<file path="config.mk">
export PLATFORM = sky130hd
export DESIGN_NAME = tce_fill_ram
export DESIGN_NICKNAME = d
export VERILOG_FILES = /design/src/rtl/tce_pkg.sv /design/src/rtl/tce_fill_ram.sv
export SDC_FILE = /design/constraint.sdc
export NUM_CORES = 1
export LEC_CHECK = 0
export BUFFER_PORTS_ARGS = -buffer_cell sky130_fd_sc_hd__buf_4
export CAP_MARGIN = 10
export CORE_MARGIN = 3
export CORE_UTILIZATION = 35
export CTS_CLUSTER_SIZE = 24
export DETAILED_ROUTE_END_ITERATION = 12
export PLACE_DENSITY = 0.54
export SLEW_MARGIN = 20
export SYNTH_ARGS = -nofsm -noshare
export SYNTH_HDL_FRONTEND = slang
export SYNTH_SLANG_ARGS = --single-unit
</file>
<file path="constraint.sdc">
create_clock -name i_clk -period 2.3 [get_ports i_clk]
set_input_delay 0.69 -clock i_clk [delete_from_list [all_inputs] [get_ports i_clk]]
set_output_delay 0.69 -clock i_clk [all_outputs]
set_load 0.05 [all_outputs]
</file>
<file path="src/rtl/tce_pkg.sv">
package tce_pkg;

    localparam int COLUMNS  = 80;
    localparam int MAX_ROWS = 50;
    localparam int CELLS    = COLUMNS * MAX_ROWS;
    localparam int ADDR_W   = $clog2(CELLS);
    localparam int FROW_W   = $clog2(MAX_ROWS);
    localparam int ROW_W    = 6;
    localparam int COL_W    = 7;
    localparam int CELL_W   = 16;
    localparam int CFG_IDX_W = 2;

    localparam logic [COL_W-1:0]  COL_LAST  = COL_W'(COLUMNS - 1);
    localparam logic [ADDR_W-1:0] CELL_LAST = ADDR_W'(CELLS - 1);

    localparam logic [7:0] NEWLINE_CODE = 8'd10;
    localparam logic [7:0] BLANK_CODE   = 8'd32;
    localparam logic [7:0] RESET_COLOR  = 8'd31;

    localparam logic [ROW_W-1:0] ROWS_SMALL = 6'd25;
    localparam logic [ROW_W-1:0] ROWS_LARGE = 6'd50;
    localparam logic SMALL_OK = (25 <= MAX_ROWS);
    localparam logic LARGE_OK = (50 <= MAX_ROWS);

    localparam logic [1:0] OP_PUT   = 2'd0;
    localparam logic [1:0] OP_BACK  = 2'd1;
    localparam logic [1:0] OP_CLEAR = 2'd2;
    localparam logic [1:0] OP_READ  = 2'd3;

    localparam logic [CFG_IDX_W-1:0] CFG_COLOR = 2'd0;
    localparam logic [CFG_IDX_W-1:0] CFG_ROWS  = 2'd1;
    localparam logic [CFG_IDX_W-1:0] CFG_WRAP  = 2'd2;

    typedef struct packed {
        logic [1:0]       operation;
        logic [7:0]       char_code;
        logic [ROW_W-1:0] read_row;
        logic [COL_W-1:0] read_column;
    } t_in_item;

    typedef struct packed {
        logic [ROW_W-1:0]  cursor_row;
        logic [COL_W-1:0]  cursor_column;
        logic              cursor_moved;
        logic [CELL_W-1:0] cell_value;
    } t_out_item;

    typedef struct packed {
        logic [7:0]       text_color;
        logic [ROW_W-1:0] rows_in_use;
        logic             wrap_mode;
    } t_cfg;

    typedef struct packed {
        logic              we;
        logic [ADDR_W-1:0] waddr;
        logic [CELL_W-1:0] wdata;
        logic              re;
        logic [ADDR_W-1:0] raddr;
    } t_scr_req;

    typedef struct packed {
        logic              we;
        logic [FROW_W-1:0] waddr;
        logic [COL_W-1:0]  wdata;
        logic              re;
        logic [FROW_W-1:0] raddr;
    } t_fill_req;

    typedef struct packed {
        logic             vld;
        logic [COL_W-1:0] data;
    } t_fill_rd;

endpackage

</file>
<file path="src/rtl/tce_fill_ram.sv">
module tce_fill_ram (
    input  logic               i_clk,
    input  logic               i_rst_n,
    input  tce_pkg::t_fill_req i_req,
    output tce_pkg::t_fill_rd  o_rd
);

    logic [tce_pkg::COL_W-1:0]    r_mem [tce_pkg::MAX_ROWS];
    logic [tce_pkg::MAX_ROWS-1:0] r_vld;
    logic [tce_pkg::COL_W-1:0]    r_rd_data;
    logic                         r_rd_vld;

    // a row never written reads as zero fill
    always_ff @(posedge i_clk) begin
        if (!i_rst_n) begin
            r_vld    <= '0;
            r_rd_vld <= 1'b0;
        end else begin
            if (i_req.we) begin
                r_vld[i_req.waddr] <= 1'b1;
            end
            if (i_req.re) begin
                r_rd_vld <= r_vld[i_req.raddr];
            end
        end
    end

    always_ff @(posedge i_clk) begin
        if (i_req.we) begin
            r_mem[i_req.waddr] <= i_req.wdata;
        end
        if (i_req.re) begin
            r_rd_data <= r_mem[i_req.raddr];
        end
    end

    assign o_rd.vld  = r_rd_vld;
    assign o_rd.data = r_rd_data;

endmodule

</file>
; ---- After elaboration in Yosys (flattened, before gate mapping)
; Memories as Yosys holds them, arrays and structs flattened. A register that Yosys moved wholly into a read port is not among the register bits.
; Index checks and enable logic that the tools add are counted.
[word_totals]
wordCells = 14
n_memories = 1
output_inout_bits = 8
regBits = 51
ram_bits = 350
in_bits = 23
[memory_table]
columns = name, words, width, read_ports, rd_clocked_by_memory_dff, write_ports, line
row1 = r_mem, 50, 7, 1, 1, 1, tce_fill_ram.sv:8  ; logic [tce_pkg::COL_W-1:0] r_mem [tce_pkg::MAX_ROWS];
[op_classes]
n_bitwise = 1
mux = 6
reduce_logical = 1
magnitude_cmp = 3
[ops]
columns = operator, count
row1 = 50-bit bitwise OR, 1
row2 = "6-bit by 7-bit less-than comparator with 1-bit output, second input constant", 2
row3 = 1-bit binary-select mux with 6-bit select, 1
row4 = 1-bit demux with 6-bit select, 1
row5 = "6-bit by 1-bit greater-or-equal comparator with 1-bit output, second input constant", 1
row6 = 1-bit two-way mux, 4
row7 = 1-bit logical AND, 1

; ---- Longest topological paths before layout
; Gate-level depths: netlist of run 1.
[depth]
ltp_word = 5
mapped_depth = 9
ltp_nobuf = 5

; ---- Worst setup path after synthesis of run 1
; OpenSTA, ideal clock, no wires.
[synth_timing]
path_type = input to register
from = input port i_req[1] in the netlist's numbering
to = register r_rd_data[4] in the netlist's numbering, read port of r_mem (data pin)
slack_ns = -0.155
setup_ns = 0.266
path_stages = 7
required_time_ns = 2.034
arrival_ns = 2.188
n_path_buf = 3
cell_sequence = buf_2 -> buf_4 -> buf_4 -> mux4_2 -> mux4_2 -> o21ai_0 -> o211ai_1
[synth_rtl]
columns = item, line
row1 = from (decl), tce_fill_ram.sv:4  ; input tce_pkg::t_fill_req i_req,
row2 = to (decl), tce_fill_ram.sv:10  ; logic [tce_pkg::COL_W-1:0] r_rd_data;

==> results.cfg, run 1 <==
[status]
status = completed

[die]
row_count = 77
coreArea_sq_um = 44500
initial_utilization_pct = 35.7
ioPinCount = 31
dieArea_sq_um = 47900
die_width_um = 219
die_h_um = 219

[worst_setup_path]
critPathRequiredTime_ps = 2580
crit_path_frequent_cell = mux4_2
path_class = in2reg
reg2reg_from = r_mem[0][3]
reg2reg_depth = 4
startpoint_type = primary input
reg2reg_to = r_rd_data[3]
slowest_stage = mux4_2
worst_path_largest_cell_delay_ps = 530
r2r_slack_ps = 310
critPathMaxFanout = 21
crit_chain = buf_6 -> buf_12 -> mux4_2 -> mux4_2 -> o21ai_0 -> o211ai_1
worstSetupEndpointType = flip-flop
arrival_ps = 2500

[sta]
worst_slack_ps = 77.6
maxSlewViolCount = 0
finalHoldViolations = 0
rsz0062_at_grt = false
finalSetupTns_ps = 0
min_period_over_period_pct = 96.6
period_minus_slack_ps = 2220
maxSlewHeadroom_pct = 60.6
tightestPinTransition_ps = 591
fmax_ghz = 0.450
clock_skew_ps = 18.2
whs_ps = 457
setup_viol = 0

[clocking]
h-tree-depth = 2
cts.sinks = 408
cts.clk_slew.worst_paths_ps = 60
clock_latency_ps = 550
cts_setup_buffers = 0
cts_tree = built
cts_made_buffers = 43
cts-root-buf = clkbuf_16
cts_buffer_depth = 3
ctsHoldBuffers = 0
post_cts_resize_count = 0

[detailed_routing]
drcViolationCount = 0
drt-initial-drc-count = 720
routedWlPerCell_um = 24.3
viasPerCell = 5.16
wirelength_um = 37100
firstDrtPassIters = 6
drtAntennaViolNets = 0
dr_total_vias = 7896

[global_route]
grt_usage_pct = 15.9
antenna_found_initial = 0
grt_pass1_vias = 8210
grt_start_max_net_pins = 51
grt_pass1_wl_um = 55400
grt_overflow = 0

[pwr]
p_int_mw = 12.2
switching_share_pct = 21.3
power.share.sequential_pct = 52.4
p_leak_nw = 6.11
clkPwrFrac_pct = 41.9
cellPowerDensity_nw_per_um2 = 830
switchingPower_mw = 3.30
p_comb_share_pct = 5.7
ir_worst_vdd_mv = 0.558

[synthesis]
synth.net_count = 800
synth_top_cell_area_share_pct = 67.5
yosys.area.top_type = edfxtp_1
ys_async_sr_fraction_pct = 0
ys_types = 36
synth_area_leaders = edfxtp_1 68%, mux4_2 14%, dfxtp_1 6.4%
yosys_warnings = 0
avgSynthCellArea_sq_um = 20.4
synth_area_sq_um = 15900
syn_inst = 777
ys_seq_area_share_pct = 74.0
synthFlopType = edfxtp_1
synth_edf_count = 357
synth_seq_cells = 408

[cells_and_area]
final_cells = 1530
mostFrequentLayoutCells = 357 x edfxtp_1, 115 x buf_4, 106 x mux4_2
syn2layout_area_growth_pct = 17.8
final_common_cell = edfxtp_1
drive_gt1_share_pct = 31.4
n_antenna_cell = 0
utilization_pct = 42.0
final_nets = 926

[place]
pre_cts_ws_ps = -506
place_hpwl_um = 23600
io_buffer_count = 30
dp_cells = 1450
place.gp.congestion = 0.779

[hold_path]
hold_class = reg2reg
min_to = r_vld[28]
holdCritStartpoint = r_vld[28]
whs_path_depth = 1

[run]
maxCapViolCount = 0
==> worst max-delay path, delay by kind of cell <==
kind / cells / cell delay (ps)
mux: 2 / 1050
compound gates: 2 / 370
buf+inv: 2 / 380
==> cells by family (layout without fill, tap and decap cells) <==
logic type | count (synthesis) | in the layout | synth area share (%)
AO/OA/AOI/OAI | 82 | 82 | 3.69
buffers and inverters | 47 | 208 | 1.98
AND/OR/NAND/NOR | 105 | 105 | 3.15
flip-flops | 408 | 408 | 74.0
multiplexers | 135 | 135 | 17.2
==> layout make-up <==
cell class                      count  area [sq um]
Fill cell                        3944         25800
Sequential cell                   408         11700
Clock buffer                       62          1200
Inverter                            1          3.75
Tap cell                          592           741
Timing Repair Buffer              127          1090
Multi-Input combinational cell    322          3800
Clock inverter                     18           128
==> worst max path at each step <==
stage               depth (start not counted)  startpoint           end
floorplan                                   7    i_req[0]  r_rd_data[0]
global placement                            8    i_req[0]  r_rd_data[6]
detailed placement                          6    i_req[0]  r_rd_data[3]
CTS                                         6    i_req[0]  r_rd_data[3]
global route                                6    i_req[0]  r_rd_data[3]
finish                                      6    i_req[0]  r_rd_data[3]
==> state kept, by name, summed over array words and instances, names as in the netlist <==
register,count
r_rd_vld,1
r_vld,50
r_rd_data,7
r_mem,350
==> Yosys cell counts, types with 2 or more instances <==
| master | count |
|---|---|
| or3_1 | 2 |
| mux2i_1 | 25 |
| buf_4 | 16 |
| o21a_1 | 50 |
| nand2_1 | 16 |
| nand4b_1 | 3 |
| nor3_1 | 2 |
| o22ai_1 | 7 |
| edfxtp_1 | 357 |
| nand3_1 | 6 |
| o211ai_1 | 7 |
| nor2_1 | 54 |
| clkbuf_1 | 13 |
| mux4_2 | 101 |
| nor2b_1 | 5 |
| o21ai_1 | 2 |
| buf_2 | 10 |
| mux2_2 | 2 |
| a211oi_1 | 5 |
| mux4_1 | 7 |
| nand3b_1 | 11 |
| nand2b_1 | 2 |
| dfxtp_1 | 51 |
| buf_12 | 2 |
| buf_6 | 3 |
| o21ai_0 | 8 |
==> through the flow <==
step | area [sq um] | power [mW]
4_1_cts | 18700 | 15.7
6_report | 18700 | 15.5
3_5_place_dp | 17400 | 9.18
2_1_floorplan | 15900 | 8.78
5_1_grt | 18700 | 16.1
3_3_place_gp | 17400 | 9.18
==> power by group through the flow <==
stage	clock (mW)	sequential (mW)	combinational, mW
2_1_floorplan	0	8.32	0.466
3_3_place_gp	0	8.29	0.884
3_5_place_dp	0	8.29	0.893
4_1_cts	6.69	8.13	0.893
5_1_grt	7.02	8.13	0.938
6_report	6.51	8.13	0.878
==> routing by layer <==
metal / vias to the layer above / global-route usage [%] / routed length (um) / part of all wire [%]
li1: 3458 / - / - / -
met1: 4148 / 22.9 / 16300 / 44
met2: 231 / 24.8 / 17500 / 47
met3: 59 / 2.66 / 2310 / 6.2
met4: 0 / 5.14 / 944 / 2.5
met5: - / 0 / 0 / 0
(Power assumes the default switching activity.)
==> run 2, diff against run 1 <==
- PLACE_DENSITY: 0.54 -> not set
- SLEW_MARGIN: 20 -> not set
- clock period: 2.3 -> 2.2 ns (I/O delays scaled with it)
==> results.cfg, run 2 (synthesis gave the netlist of run 1 again) <==
[detailed_routing]
routedWlPerCell_um = 23.2
drcViolationCount = 0
firstDrtPassIters = 5
viasPerCell = 5.14
wirelength_um = 35900
drtAntennaViolNets = 0
drt-initial-drc-count = 648
dr_total_vias = 7948

[sta]
clock_skew_ps = 9.69
maxSlewHeadroom_pct = 60.6
maxSlewViolCount = 0
worst_slack_ps = 12.0
min_period_over_period_pct = 99.5
rsz0062_at_grt = true
fmax_ghz = 0.457
period_minus_slack_ps = 2190
setup_viol = 0
tightestPinTransition_ps = 591
finalSetupTns_ps = 0
finalHoldViolations = 0

[worst_setup_path]
crit_path_frequent_cell = mux4_2
reg2reg_depth = 5
slowest_stage = mux4_2
reg2reg_from = r_mem[3][2]
worst_path_largest_cell_delay_ps = 570
crit_chain = buf_6 -> buf_12 -> mux4_2 -> mux4_2 -> o21ai_2 -> buf_4 -> o211ai_1
critPathRequiredTime_ps = 2470
r2r_slack_ps = 120
path_class = in2reg
arrival_ps = 2450
critPathMaxFanout = 14
worstSetupEndpointType = flip-flop
startpoint_type = primary input
reg2reg_to = r_rd_data[2]

[cells_and_area]
top_regs = r_mem: 350 flops, r_vld: 50 flops, r_rd_data: 7 flops
final_nets = 943
largest_reg_flops = 350
n_antenna_cell = 0
mostFrequentLayoutCells = 357 x edfxtp_1, 124 x buf_4, 106 x mux4_2
final_common_cell = edfxtp_1
utilization_pct = 42.5
syn2layout_area_growth_pct = 19.1
top_register = r_mem
drive_gt1_share_pct = 32.8
fin_area_sq_um = 18900

[die]
row_count = 77
initial_utilization_pct = 35.7
dieArea_sq_um = 47900
die_h_um = 219
coreArea_sq_um = 44500
die_width_um = 219
ioPinCount = 31

[clocking]
cts_tree = built
clock_latency_ps = 530
cts.sinks = 408
cts.clk_slew.worst_paths_ps = 60
cts-root-buf = clkbuf_16
ctsHoldBuffers = 0
cts_buffer_depth = 3
cts_setup_buffers = 0
cts_made_buffers = 43
h-tree-depth = 2

[global_route]
grt_pass1_wl_um = 53400
antenna_found_initial = 1
grt_pass1_vias = 8145
grt_start_max_net_pins = 51
grt_usage_pct = 15.1
grt_overflow = 0

[pwr]
p_leak_nw = 6.21
total_power_mw = 16.2
ir_worst_vdd_mv = 0.666
cellPowerDensity_nw_per_um2 = 854

[place]
pre_cts_ws_ps = -660
place_hpwl_um = 23000
place.gp.congestion = 0.778
place_area_sq_um = 17600
io_buffer_count = 30

[run]
maxCapViolCount = 0

[status]
status = completed

[hold_path]
min_to = r_rd_data[5]
hold_class = in2reg
holdCritStartpoint = i_req[6]
whs_path_depth = 1
## run 2: cell types whose count changed in the layout (fill, tap and decap cells not counted), sizes merged
cell	change
buf	+16
clkinvlp	-1
clkinv	-4
clkbuf	+2
inv	+2
## run 2: worst max path at each step
stage / startpoint / to / slack, ps / cells past startpoint
3_3_place_gp: i_req[0] / r_rd_data[2] / -620 / 7
5_1_grt: i_req[0] / r_rd_data[3] / -30 / 10
2_1_floorplan: i_req[0] / r_rd_data[0] / -190 / 7
4_1_cts: i_req[0] / r_rd_data[5] / 4 / 7
3_5_place_dp: i_req[0] / r_rd_data[2] / -660 / 7
6_report: i_req[0] / r_rd_data[2] / 10 / 7
## run 2: stage by stage
step / hold WS [ps] / cells
floorplan: 433 / 777
global placement: 440 / 1466
detailed placement: 447 / 1466
CTS: 436 / 1544
global route: 430 / 1545
finish: 449 / 1545
## run 2: worst max-delay path, delay by kind of cell
kind	cells	cell delay, ps
AO/OA/AOI/OAI	2	260
buffers and inverters	3	440
multiplexers	2	1090
## run 2: power breakdown
| part | switching (mW) | internal (mW) |
|---|---|---|
| clock network | 2.84 | 3.85 |
| registers | 0.0223 | 8.48 |
| logic | 0.535 | 0.428 |
## run 2: area by class of cell
type,count,area [sq um]
clock inverters,15,110
multi-input cells,322,3810
flip-flops and latches,408,11700
clock buffers,63,1180
fillers,3912,25600
inverters,1,3.75
well taps,592,741
repair buffers,144,1320
## run 2: timing repair
action / in CTS / in global routing
gates cloned: 0 / 1
gates resized for setup: 2 / 9
endpoints found under the setup margin: 1 / 6
## run 2: routing by layer
metal | global-route usage (%) | vias to the layer above | wire (um)
met4 | 3.74 | 2 | 701
met5 | 0 | - | 13
met1 | 21.7 | 4195 | 16100
li1 | - | 3486 | -
met3 | 2.45 | 52 | 1800
met2 | 24.2 | 213 | 17300
