===== src/rtl/tce_pkg.sv =====
package tce_pkg;

    localparam int COLUMNS  = 80;
    localparam int MAX_ROWS = 50;
    localparam int CELLS    = COLUMNS * MAX_ROWS;
    localparam int ADDR_W   = $clog2(CELLS);
    localparam int FROW_W   = $clog2(MAX_ROWS);
    localparam int ROW_W    = 6;
    localparam int COL_W    = 7;
    localparam int CELL_W   = 16;
    localparam int CFG_IDX_W = 2;

    localparam logic [COL_W-1:0]  COL_LAST  = COL_W'(COLUMNS - 1);
    localparam logic [ADDR_W-1:0] CELL_LAST = ADDR_W'(CELLS - 1);

    localparam logic [7:0] NEWLINE_CODE = 8'd10;
    localparam logic [7:0] BLANK_CODE   = 8'd32;
    localparam logic [7:0] RESET_COLOR  = 8'd31;

    localparam logic [ROW_W-1:0] ROWS_SMALL = 6'd25;
    localparam logic [ROW_W-1:0] ROWS_LARGE = 6'd50;
    localparam logic SMALL_OK = (25 <= MAX_ROWS);
    localparam logic LARGE_OK = (50 <= MAX_ROWS);

    localparam logic [1:0] OP_PUT   = 2'd0;
    localparam logic [1:0] OP_BACK  = 2'd1;
    localparam logic [1:0] OP_CLEAR = 2'd2;
    localparam logic [1:0] OP_READ  = 2'd3;

    localparam logic [CFG_IDX_W-1:0] CFG_COLOR = 2'd0;
    localparam logic [CFG_IDX_W-1:0] CFG_ROWS  = 2'd1;
    localparam logic [CFG_IDX_W-1:0] CFG_WRAP  = 2'd2;

    typedef struct packed {
        logic [1:0]       operation;
        logic [7:0]       char_code;
        logic [ROW_W-1:0] read_row;
        logic [COL_W-1:0] read_column;
    } t_in_item;

    typedef struct packed {
        logic [ROW_W-1:0]  cursor_row;
        logic [COL_W-1:0]  cursor_column;
        logic              cursor_moved;
        logic [CELL_W-1:0] cell_value;
    } t_out_item;

    typedef struct packed {
        logic [7:0]       text_color;
        logic [ROW_W-1:0] rows_in_use;
        logic             wrap_mode;
    } t_cfg;

    typedef struct packed {
        logic              we;
        logic [ADDR_W-1:0] waddr;
        logic [CELL_W-1:0] wdata;
        logic              re;
        logic [ADDR_W-1:0] raddr;
    } t_scr_req;

    typedef struct packed {
        logic              we;
        logic [FROW_W-1:0] waddr;
        logic [COL_W-1:0]  wdata;
        logic              re;
        logic [FROW_W-1:0] raddr;
    } t_fill_req;

    typedef struct packed {
        logic             vld;
        logic [COL_W-1:0] data;
    } t_fill_rd;

endpackage


===== src/rtl/tce_ctrl.sv =====
module tce_ctrl (
    input  logic                       i_clk,
    input  logic                       i_rst_n,
    input  tce_pkg::t_cfg              i_cfg,
    input  logic                       i_blank_req,
    input  logic                       i_in_valid,
    output logic                       o_in_stall,
    input  tce_pkg::t_in_item          i_in_item,
    input  logic                       i_res_room,
    output logic                       o_res_push,
    output tce_pkg::t_out_item         o_res,
    output tce_pkg::t_scr_req          o_scr_req,
    input  logic [tce_pkg::CELL_W-1:0] i_scr_rdata,
    output tce_pkg::t_fill_req         o_fill_req,
    input  tce_pkg::t_fill_rd          i_fill_rd
);

    localparam logic [2:0] S_SWEEP  = 3'd0;
    localparam logic [2:0] S_IDLE   = 3'd1;
    localparam logic [2:0] S_EXEC   = 3'd2;
    localparam logic [2:0] S_BACK   = 3'd3;
    localparam logic [2:0] S_READ   = 3'd4;
    localparam logic [2:0] S_SCROLL = 3'd5;
    localparam logic [2:0] S_DRAIN  = 3'd6;

    function automatic logic [tce_pkg::ADDR_W-1:0] cell_addr(
        input logic [tce_pkg::ROW_W-1:0] row,
        input logic [tce_pkg::COL_W-1:0] col
    );
        return tce_pkg::ADDR_W'(int'(row) * tce_pkg::COLUMNS + int'(col));
    endfunction

    logic [2:0]                  r_state, n_state;
    tce_pkg::t_in_item           r_item, n_item;
    logic [tce_pkg::ROW_W-1:0]   r_cur_row, n_cur_row;
    logic [tce_pkg::COL_W-1:0]   r_cur_col, n_cur_col;
    logic [tce_pkg::ADDR_W-1:0]  r_saddr, n_saddr;
    logic [tce_pkg::ROW_W-1:0]   r_srow, n_srow;
    logic [tce_pkg::COL_W-1:0]   r_scol, n_scol;
    logic [7:0]                  r_color, n_color;
    logic                        r_reply, n_reply;
    logic                        r_wb_vld, n_wb_vld;
    logic [tce_pkg::ADDR_W-1:0]  r_wb_addr, n_wb_addr;
    logic                        r_wb_copy, n_wb_copy;
    logic                        r_wb_fill, n_wb_fill;
    logic [tce_pkg::FROW_W-1:0]  r_wb_frow, n_wb_frow;

    logic [tce_pkg::ROW_W-1:0]   h_last;
    logic [tce_pkg::ROW_W-1:0]   row_inc;
    logic [tce_pkg::COL_W-1:0]   fill_col;
    logic                        is_nl;
    logic                        copy;
    logic                        accept;

    assign o_in_stall = !(r_state == S_IDLE && i_res_room);
    assign accept     = i_in_valid && !o_in_stall;
    assign h_last     = i_cfg.rows_in_use - 6'd1;
    assign row_inc    = r_cur_row + 6'd1;
    assign is_nl      = (r_item.char_code == tce_pkg::NEWLINE_CODE);
    assign copy       = (r_srow != h_last);

    always_comb begin
        fill_col = i_fill_rd.vld ? i_fill_rd.data : '0;
        if (int'(fill_col) >= tce_pkg::COLUMNS) begin
            fill_col = tce_pkg::COL_LAST;
        end
    end

    always_comb begin
        n_state   = r_state;
        n_item    = r_item;
        n_cur_row = r_cur_row;
        n_cur_col = r_cur_col;
        n_saddr   = r_saddr;
        n_srow    = r_srow;
        n_scol    = r_scol;
        n_color   = r_color;
        n_reply   = r_reply;
        n_wb_vld  = 1'b0;
        n_wb_addr = r_wb_addr;
        n_wb_copy = r_wb_copy;
        n_wb_fill = r_wb_fill;
        n_wb_frow = r_wb_frow;
        o_res_push = 1'b0;
        o_res      = '0;
        o_scr_req  = '0;
        o_fill_req = '0;

        // write back the row moved up during a scroll, or blank the last row
        if (r_wb_vld) begin
            o_scr_req.we    = 1'b1;
            o_scr_req.waddr = r_wb_addr;
            o_scr_req.wdata = r_wb_copy ? i_scr_rdata
                                        : {i_cfg.text_color, tce_pkg::BLANK_CODE};
            if (r_wb_fill) begin
                o_fill_req.we    = 1'b1;
                o_fill_req.waddr = r_wb_frow;
                o_fill_req.wdata = i_fill_rd.vld ? i_fill_rd.data : '0;
            end
        end

        unique case (r_state)
            S_SWEEP: begin
                o_scr_req.we    = 1'b1;
                o_scr_req.waddr = r_saddr;
                o_scr_req.wdata = {r_color, tce_pkg::BLANK_CODE};
                if (r_saddr == tce_pkg::CELL_LAST) begin
                    n_state = S_IDLE;
                    if (r_reply) begin
                        o_res_push = 1'b1;
                        o_res.cursor_row    = r_cur_row;
                        o_res.cursor_column = r_cur_col;
                        o_res.cursor_moved  = 1'b1;
                    end
                end else begin
                    n_saddr = r_saddr + 1'b1;
                end
            end
            S_IDLE: begin
                if (accept) begin
                    n_item  = i_in_item;
                    n_state = S_EXEC;
                end
            end
            S_EXEC: begin
                unique case (r_item.operation)
                    tce_pkg::OP_PUT: begin
                        if (!is_nl) begin
                            o_scr_req.we    = 1'b1;
                            o_scr_req.waddr = cell_addr(r_cur_row, r_cur_col);
                            o_scr_req.wdata = {i_cfg.text_color, r_item.char_code};
                        end
                        n_state = S_IDLE;
                        if (is_nl || r_cur_col == tce_pkg::COL_LAST) begin
                            o_fill_req.we    = 1'b1;
                            o_fill_req.waddr = tce_pkg::FROW_W'(r_cur_row);
                            o_fill_req.wdata = r_cur_col;
                            n_cur_col = '0;
                            if (row_inc >= i_cfg.rows_in_use) begin
                                if (i_cfg.wrap_mode) begin
                                    n_cur_row = '0;
                                end else begin
                                    n_cur_row = h_last;
                                    n_state   = S_SCROLL;
                                    n_srow    = '0;
                                    n_scol    = '0;
                                    n_saddr   = '0;
                                end
                            end else begin
                                n_cur_row = row_inc;
                            end
                        end else begin
                            n_cur_col = r_cur_col + 1'b1;
                        end
                        if (n_state == S_IDLE) begin
                            o_res_push = 1'b1;
                            o_res.cursor_row    = n_cur_row;
                            o_res.cursor_column = n_cur_col;
                            o_res.cursor_moved  = !i_cfg.wrap_mode;
                        end
                    end
                    tce_pkg::OP_BACK: begin
                        if (r_cur_col != '0) begin
                            n_cur_col       = r_cur_col - 1'b1;
                            o_scr_req.we    = 1'b1;
                            o_scr_req.waddr = cell_addr(r_cur_row, n_cur_col);
                            o_scr_req.wdata = {i_cfg.text_color, tce_pkg::BLANK_CODE};
                            o_res_push = 1'b1;
                            o_res.cursor_row    = r_cur_row;
                            o_res.cursor_column = n_cur_col;
                            o_res.cursor_moved  = 1'b1;
                            n_state = S_IDLE;
                        end else begin
                            n_cur_row = (r_cur_row != '0) ? r_cur_row - 1'b1 : r_cur_row;
                            o_fill_req.re    = 1'b1;
                            o_fill_req.raddr = tce_pkg::FROW_W'(n_cur_row);
                            n_state = S_BACK;
                        end
                    end
                    tce_pkg::OP_CLEAR: begin
                        n_cur_row = '0;
                        n_cur_col = '0;
                        n_color   = i_cfg.text_color;
                        n_saddr   = '0;
                        n_reply   = 1'b1;
                        n_state   = S_SWEEP;
                    end
                    tce_pkg::OP_READ: begin
                        if (int'(r_item.read_row) < tce_pkg::MAX_ROWS &&
                            int'(r_item.read_column) < tce_pkg::COLUMNS) begin
                            o_scr_req.re    = 1'b1;
                            o_scr_req.raddr = cell_addr(r_item.read_row, r_item.read_column);
                            n_state = S_READ;
                        end else begin
                            o_res_push = 1'b1;
                            o_res.cursor_row    = r_cur_row;
                            o_res.cursor_column = r_cur_col;
                            n_state = S_IDLE;
                        end
                    end
                    default: begin
                        n_state = S_IDLE;
                    end
                endcase
            end
            S_BACK: begin
                n_cur_col       = fill_col;
                o_scr_req.we    = 1'b1;
                o_scr_req.waddr = cell_addr(r_cur_row, fill_col);
                o_scr_req.wdata = {i_cfg.text_color, tce_pkg::BLANK_CODE};
                o_res_push = 1'b1;
                o_res.cursor_row    = r_cur_row;
                o_res.cursor_column = fill_col;
                o_res.cursor_moved  = 1'b1;
                n_state = S_IDLE;
            end
            S_READ: begin
                o_res_push = 1'b1;
                o_res.cursor_row    = r_cur_row;
                o_res.cursor_column = r_cur_col;
                o_res.cell_value    = i_scr_rdata;
                n_state = S_IDLE;
            end
            S_SCROLL: begin
                // fetch the cell one row below and write it back next cycle; the last row is written blank
                if (copy) begin
                    o_scr_req.re    = 1'b1;
                    o_scr_req.raddr = r_saddr + tce_pkg::ADDR_W'(tce_pkg::COLUMNS);
                    if (r_scol == '0) begin
                        o_fill_req.re    = 1'b1;
                        o_fill_req.raddr = tce_pkg::FROW_W'(r_srow + 1'b1);
                    end
                end
                n_wb_vld  = 1'b1;
                n_wb_addr = r_saddr;
                n_wb_copy = copy;
                n_wb_fill = copy && (r_scol == '0);
                n_wb_frow = tce_pkg::FROW_W'(r_srow);
                n_saddr   = r_saddr + 1'b1;
                if (r_scol == tce_pkg::COL_LAST) begin
                    n_scol = '0;
                    n_srow = r_srow + 1'b1;
                    if (!copy) begin
                        n_state = S_DRAIN;
                    end
                end else begin
                    n_scol = r_scol + 1'b1;
                end
            end
            S_DRAIN: begin
                o_res_push = 1'b1;
                o_res.cursor_row    = r_cur_row;
                o_res.cursor_column = r_cur_col;
                o_res.cursor_moved  = 1'b1;
                n_state = S_IDLE;
            end
            default: begin
                n_state = S_IDLE;
            end
        endcase

        // height change: blank the whole store and home the cursor
        if (i_blank_req) begin
            n_state   = S_SWEEP;
            n_saddr   = '0;
            n_color   = i_cfg.text_color;
            n_reply   = 1'b0;
            n_cur_row = '0;
            n_cur_col = '0;
        end
    end

    always_ff @(posedge i_clk) begin
        if (!i_rst_n) begin
            r_state   <= S_SWEEP;
            r_cur_row <= '0;
            r_cur_col <= '0;
            r_saddr   <= '0;
            r_srow    <= '0;
            r_scol    <= '0;
            r_color   <= tce_pkg::RESET_COLOR;
            r_reply   <= 1'b0;
            r_wb_vld  <= 1'b0;
        end else begin
            r_state   <= n_state;
            r_cur_row <= n_cur_row;
            r_cur_col <= n_cur_col;
            r_saddr   <= n_saddr;
            r_srow    <= n_srow;
            r_scol    <= n_scol;
            r_color   <= n_color;
            r_reply   <= n_reply;
            r_wb_vld  <= n_wb_vld;
        end
    end

    always_ff @(posedge i_clk) begin
        r_item    <= n_item;
        r_wb_addr <= n_wb_addr;
        r_wb_copy <= n_wb_copy;
        r_wb_fill <= n_wb_fill;
        r_wb_frow <= n_wb_frow;
    end

endmodule


===== config.mk =====
export PLATFORM = sky130hd
export DESIGN_NAME = tce_ctrl
export DESIGN_NICKNAME = d
export VERILOG_FILES = /design/src/rtl/tce_pkg.sv /design/src/rtl/tce_ctrl.sv
export SDC_FILE = /design/constraint.sdc
export NUM_CORES = 1
export LEC_CHECK = 0
export BUFFER_PORTS_ARGS = -buffer_cell sky130_fd_sc_hd__buf_4
export CAP_MARGIN = 0
export CORE_MARGIN = 10
export CORE_UTILIZATION = 51
export CTS_CLUSTER_DIAMETER = 60
export DETAILED_ROUTE_END_ITERATION = 10
export GPL_TIMING_DRIVEN = 0
export PLACE_DENSITY_LB_ADDON = 0.08
export SETUP_SLACK_MARGIN = 0.1
export SLEW_MARGIN = 20
export SYNTH_ARGS = -nofsm -noshare
export SYNTH_HDL_FRONTEND = slang
export SYNTH_SLANG_ARGS = --single-unit

===== constraint.sdc =====
create_clock -name i_clk -period 3.3 [get_ports i_clk]
set_input_delay 0.165 -clock i_clk [delete_from_list [all_inputs] [get_ports i_clk]]
set_output_delay 0.165 -clock i_clk [all_outputs]
set_load 0.01 [all_outputs]

### Word-level counts from Yosys, hierarchy flattened

Cells that the tools add are included.

* flip-flop bits (word level): 94
* word-level logic and storage cells: 183

* eq/ne operators: 31
* $mul: 2
* add/sub/neg operators: 13
* $lt $le $gt $ge: 4
* reduce and logical (&&, ||, !) cells: 31
* multiplexer cells: 84
* bitwise gates (word level): 1

Operators with widths (count)
* 14-bit 2-to-1 mux: 9
* 7-bit 2-to-1 mux: 13
* 29-bit 2-to-1 mux: 3
* 29-bit one-hot mux with 3 select lines: 1
* 6-bit 2-to-1 mux: 10
* 29-bit one-hot mux with 2 select lines: 1
* 13-bit 2-to-1 mux: 4
* 13-bit one-hot mux with 4 select lines: 1
* 12-bit 2-to-1 mux: 4
* 7-bit one-hot mux with 2 select lines: 3
* 13-bit one-hot mux with 3 select lines: 1
* 12-bit one-hot mux with 3 select lines: 1
* 16-bit 2-to-1 mux: 2
* 3-bit 2-to-1 mux: 10
* 13-bit one-hot mux with 2 select lines: 1
* 12-bit by 7-bit adder with 12-bit output: 2
* 12-bit by 8-bit adder with 12-bit output: 2
* 8-bit 2-to-1 mux: 3
* 12-bit one-hot mux with 2 select lines: 1
* 3-bit one-hot mux with 4 select lines: 2
* 7-bit one-hot mux with 3 select lines: 1
* 2-bit != test, second input constant: 9
* 6-bit one-hot mux with 3 select lines: 1
* 6-bit by 3-bit multiplier with 8-bit output, second input constant: 2
* 46 further kinds: 79

### Depth between registers and ports, before layout

* depth after elaboration: 10
* mapped depth: 14
* mapped depth without buffers: 12

### Worst setup path after synthesis

Ideal clock, no wire load.

* kind: reg2reg
* start: reg r_cur_row[0] in the netlist's numbering
* end: reg r_saddr[10] in the netlist's numbering
* path slack: 0.132 ns
* arrival: 3.098 ns
* stages on the path, launching flop included: 15
* data required time: 3.230 ns
* cells stage by stage: dfxtp_1 > clkbuf_1 > nand3_1 > nor2_1 > xnor2_1 > inv_1 > ha_1 > a21oi_1 > o22ai_1 > a21o_1 > clkbuf_1 > a31oi_1 > clkbuf_1 > or3_1 > a21oi_1

* longest elaborated chain between the ends: 4

RTL lines
* start: declaration: line tce_ctrl.sv:35 `logic [tce_pkg::ROW_W-1:0] r_cur_row, n_cur_row;`
* start signal: assignment: line tce_ctrl.sv:286 `r_cur_row <= n_cur_row;`
* 6-bit by 1-bit adder with 6-bit output: line tce_ctrl.sv:58 `assign row_inc = r_cur_row + 6'd1;`
* 6-bit >= comparator: line tce_ctrl.sv:139 `if (row_inc >= i_cfg.rows_in_use) begin`
* 3-bit != test (no source line)
* 6-bit AND reduction (no source line)
* end signal: assignment: line tce_ctrl.sv:288 `r_saddr <= n_saddr;`
* end: declaration: line tce_ctrl.sv:37 `logic [tce_pkg::ADDR_W-1:0] r_saddr, n_saddr;`

No other way between the ends.
A chain may end at the register's enable or synchronous reset.

==> run summary <==
The run finished with clean final reports. The cell area power density is 228.7 nW/um^2. The tools report the max-slew violation total from the final report as 0. The floorplan has 45 rows.

Top flip-flop cell by instance count after synthesis: sky130_fd_sc_hd__dfxtp_1. In this run switching power makes up 23.96% of total power. Traced cell by cell, the critical path runs through clkbuf_16, clkinvlp_4, ha_4, nor3b_4, xnor2_2, inv_2, ha_4, fa_2, a21oi_4, buf_4, o21ai_1, a21oi_1, a21oi_1, o211ai_1, buf_4. The area of the core is 15310 um^2, and the die extent in y is 145.6 um. The fraction of the yosys area taken by sequential cells is 28.76%, and the number of global-route vias before repair is 9070. Of the total power, combinational logic draws 8.9%. In the synthesized netlist, the number of instances is 996. Leaving out fill and tap cells, the most frequent cells in the layout are 190 x sky130_fd_sc_hd__buf_4, 110 x sky130_fd_sc_hd__nand2_1, 75 x sky130_fd_sc_hd__a21oi_1. Once the floorplan was initialized, standard cells occupied 52.49% of the core. The critical path contains buffers and inverters numbering 5 combined. The master of the slowest instance on the critical path was sky130_fd_sc_hd__dfxtp_4.

Of the total power, the clock network draws 42.5%. The later pin in the worst-skew pair is clocked with a latency of 0.36 ns. Cell depth of the worst setup path: 15. For the worst flop-to-flop path, the logic depth is 13. The total net switching power was 0.6019 mW; the power after layout was 2.512 mW. In this run the critical register-to-register path is launched from r_cur_row[3]$_SDFFE_PP0P_.

Each instance of the synthesized netlist takes up on average 8.071 um^2. The detailed router's first-iteration violation count came out at 901. The maximum resistive drop on vdd is 0.0002643 V, and the number of antenna-violating nets in the routed design is 0. After layout, the worst path uses 99.22% of the clock period. The tools report the max capacitance violation total as 0. TritonCTS built the clock tree.

The fmax came out at 305.4 MHz. STA classifies the critical path endpoint as a primary output. Number of cells after detailed placement: 1367.

The tightest min-delay check is of the primary input to flop type. Synthesis produced a netlist with a net count of 1121. The worst setup path is of the flop to primary output kind. The number of warning messages in the yosys log was 0; the leftover overflow at the end of global routing was 0. The tools report the sequential fraction of design power as 48.6%. The capturing element of the worst setup path was o_scr_req[39].

The clock period could shrink to 3.274 ns. The ratio of cells with drive above 1 in the final layout came out at 27.97%. The initial antenna violation count is 0. The synthesized netlist devotes 27.16% of its cell area to compound gates. The most common cell after layout, fill and taps aside is sky130_fd_sc_hd__buf_4.

162 I/O pins were placed. After detailed routing, the total wire length is 33020 um. The tools report the internal power as 1.910 mW. In the final layout, the multi-input gates occupy 5809 um^2.

The endpoint identified for the worst register-to-register timing path is r_saddr[10]$_SDFFE_PP0P_. The run gives 29 as the pin count of the biggest net entering global routing. Using the TritonRoute via totals, the vias-per-cell ratio works out to 6.403. Summing the areas of all xor and xnor instances in the mapped netlist gives 6.008% of the synthesized area. Clock-pin slew was measured on the worst setup and hold paths at 0.07 ns. The count of final setup violators was 0; the horizontal die dimension was 145.6 um. The tree is rooted in a sky130_fd_sc_hd__clkbuf_16. The mapped cell area is 8039 um^2.

After the flow finishes, the layout carries non-filler instances totaling 1441. The number of detailed-route iterations in the first pass was 6; the count of antenna diodes in the layout was 0. Measured against its own limit, the worst slew margin works out to 33.28%. Measured against the total synthesized area, the mux share comes to 1.883%.

The kind of cell adding the most delay to the critical path is adder cells. The final hold slack is 0.03536 ns, and the number of buffer cells added on primary ports is 160. The share of flip-flops with an asynchronous set or reset is 0%. The worst hold path begins at i_cfg[7]. The logs give 94 for the number of clock sinks seen by CTS and 50720 um for the wire length of the first global-routing pass. In the global route stage, overall resource usage came out at 29.48%.

Summing the areas of all fa, ha and maj instances in the mapped netlist gives 9.588% of the synthesized area. The largest family of logic cells by synthesized area was compound AO/OA/AOI/OAI gates. The final hold violation count was 0; the count of different cell masters after synthesis was 88. The run gives 9227 as the total number of vias. STA classifies the critical path startpoint as a flop.

Setup repair after global routing could not meet its margin everywhere. The clock tree skew after final layout came out at 0.006508 ns. The number of synthesized register bits is 94, and the weighted congestion reported at the end of routability-driven placement is 1.015.

The basic-gate share of the synthesized area counting and, or, nand and nor cells is 21.29%. The run gives 1248 as the fill cell instance count of the final layout. The area of the die is 21180 um^2, and the actual transition at the worst max-transition pin is 1.001 ns. HPWL reported at the end of detailed placement: 24260 um.

For this design the static power due to leakage is 4.529 nW. The area growth from synthesis to layout is 36.62%. For the area occupied by registers, the log shows 2336 um^2. The maximum count of clock buffers along a single path came out at 2. The number of clock buffers added by TritonCTS is 9. In this design, the stage delay of the slowest critical-path cell is 0.39 ns. The logs give 3.11 ns for the worst path arrival time and 1350 for the number of nets in the layout.

In this run the worst path has a maximum fanout of 4. The worst endpoint required time was 3.13 ns; the number of design rule violations left after detail routing was 0. The number of synthesized flops with an enable pin was 43.

The setup check on the worst reg-to-reg path leaves a slack of 0.25 ns. The H-tree was split into 3 levels. Dividing the detail-routed wire length by the instance count gives 22.91 um.

In this run the worst setup path begins at r_cur_col[0]$_SDFFE_PP0P_.
==> how the worst min path moves through the flow <==
stage                               to  slack [ns]  depth (start not counted)
6_report       r_color[0]$_SDFFE_PN1P_        0.04                          3
2_1_floorplan      r_item[0]$_DFFE_PP_        0.26                          0
5_1_grt        r_color[2]$_SDFFE_PN1P_        0.05                          3
4_1_cts        r_color[0]$_SDFFE_PN1P_        0.02                          3
3_3_place_gp      r_item[12]$_DFFE_PP_        0.34                          1
3_5_place_dp      r_item[10]$_DFFE_PP_        0.34                          1
==> worst register-to-register path: cells and delay by family, from the launching register on <==
family / cells / cell delay (ns)
and+or+nand+nor: 5 / 1.11
AOI/OAI and AO/OA: 3 / 0.58
buffers and inverters: 3 / 0.49
DFF: 1 / 0.38
adders and majority gates: 1 / 0.30
xor gates and xnor gates: 1 / 0.13
==> through the flow <==
step | utilization (%) | cell area (um^2) | setup slack [ns] | setup TNS (ns)
finish | 71.72 | 10980 | 0.02589 | 0
global route | 71.72 | 10980 | -0.05526 | -0.1018
CTS | 69.60 | 10660 | -0.05889 | -0.05889
detailed placement | 62.06 | 9504 | -0.8750 | -21.67
global placement | 62.06 | 9504 | -0.8377 | -21.39
floorplan | - | 8039 | 0.1320 | 0
==> per-layer routing <==
| metal | GRT usage, % | vias to the layer above | routed length [um] |
|---|---|---|---|
| li1 | - | 4181 | - |
| met1 | 36.07 | 4334 | 12690 |
| met2 | 46.50 | 600 | 14980 |
| met3 | 9.159 | 112 | 4045 |
| met4 | 13.45 | 0 | 1302 |
| met5 | 0 | - | 0 |
==> cell usage after synthesis (all sizes together), types with 14 or more instances <==
library cell    n  area, um^2
a21oi          87       439.2
nor2           63       241.5
nand2         111       416.7
nor3           19       105.1
o21ai          78       401.6
nand3          45       225.2
ha             52       650.6
inv            45       168.9
mux2i          14       140.1
o22ai          24       150.1
buf            16       85.08
xor2           20       175.2
and3           28       175.2
edfxtp         43        1291
clkbuf         45       168.9
dfxtp          51        1021
xnor2          30       262.8
==> power by group through the flow <==
stage / Clock, mW / Sequential, mW / Combinational [mW]
final: 1.07 / 1.22 / 0.223
after global routing: 1.11 / 1.22 / 0.240
after CTS: 1.07 / 1.22 / 0.208
after detailed placement: 0 / 1.25 / 0.180
after global placement: 0 / 1.25 / 0.178
after floorplan: 0 / 1.25 / 0.0732
==> kinds of logic (layout without fill, tap and decap cells) <==
family                   count (synthesis)  in the layout
AND/OR/NAND/NOR                        340            340
AO/OA/AOI/OAI                          330            330
buffers and inverters                  107            341
flip-flops                              94             94
adder cells (fa/ha/maj)                 58             58
XOR/XNOR                                52             52
multiplexers                            15             15
==> sequential cells by signal (all words and copies together) (netlist names), 3 cells and up <==
signal and flops:
r_cur_col 7, r_cur_row 6, r_scol 7, r_srow 6, r_color 8, r_wb_frow 6
r_state 3, r_saddr 12, r_wb_addr 12, r_item 23
==> layout make-up <==
cell class	instances	area share, %
repair buffers	219	15.77
plain buffers	60	3.372
inverters	46	1.629
multi-input cells	795	52.89
well taps	211	2.404
clock buffers	11	2.404
clock inverters	5	0.2620
flip-flops and latches	94	21.27
==> repair_timing <==
item,4_1_cts,5_1_grt
buffers inserted,31,7
pin swaps,24,35
hold buffers,23,0
endpoints found under the setup margin,96,64
gates resized for setup,100,73
hold endpoints to repair,23,0
(Power assumes the default switching activity.)
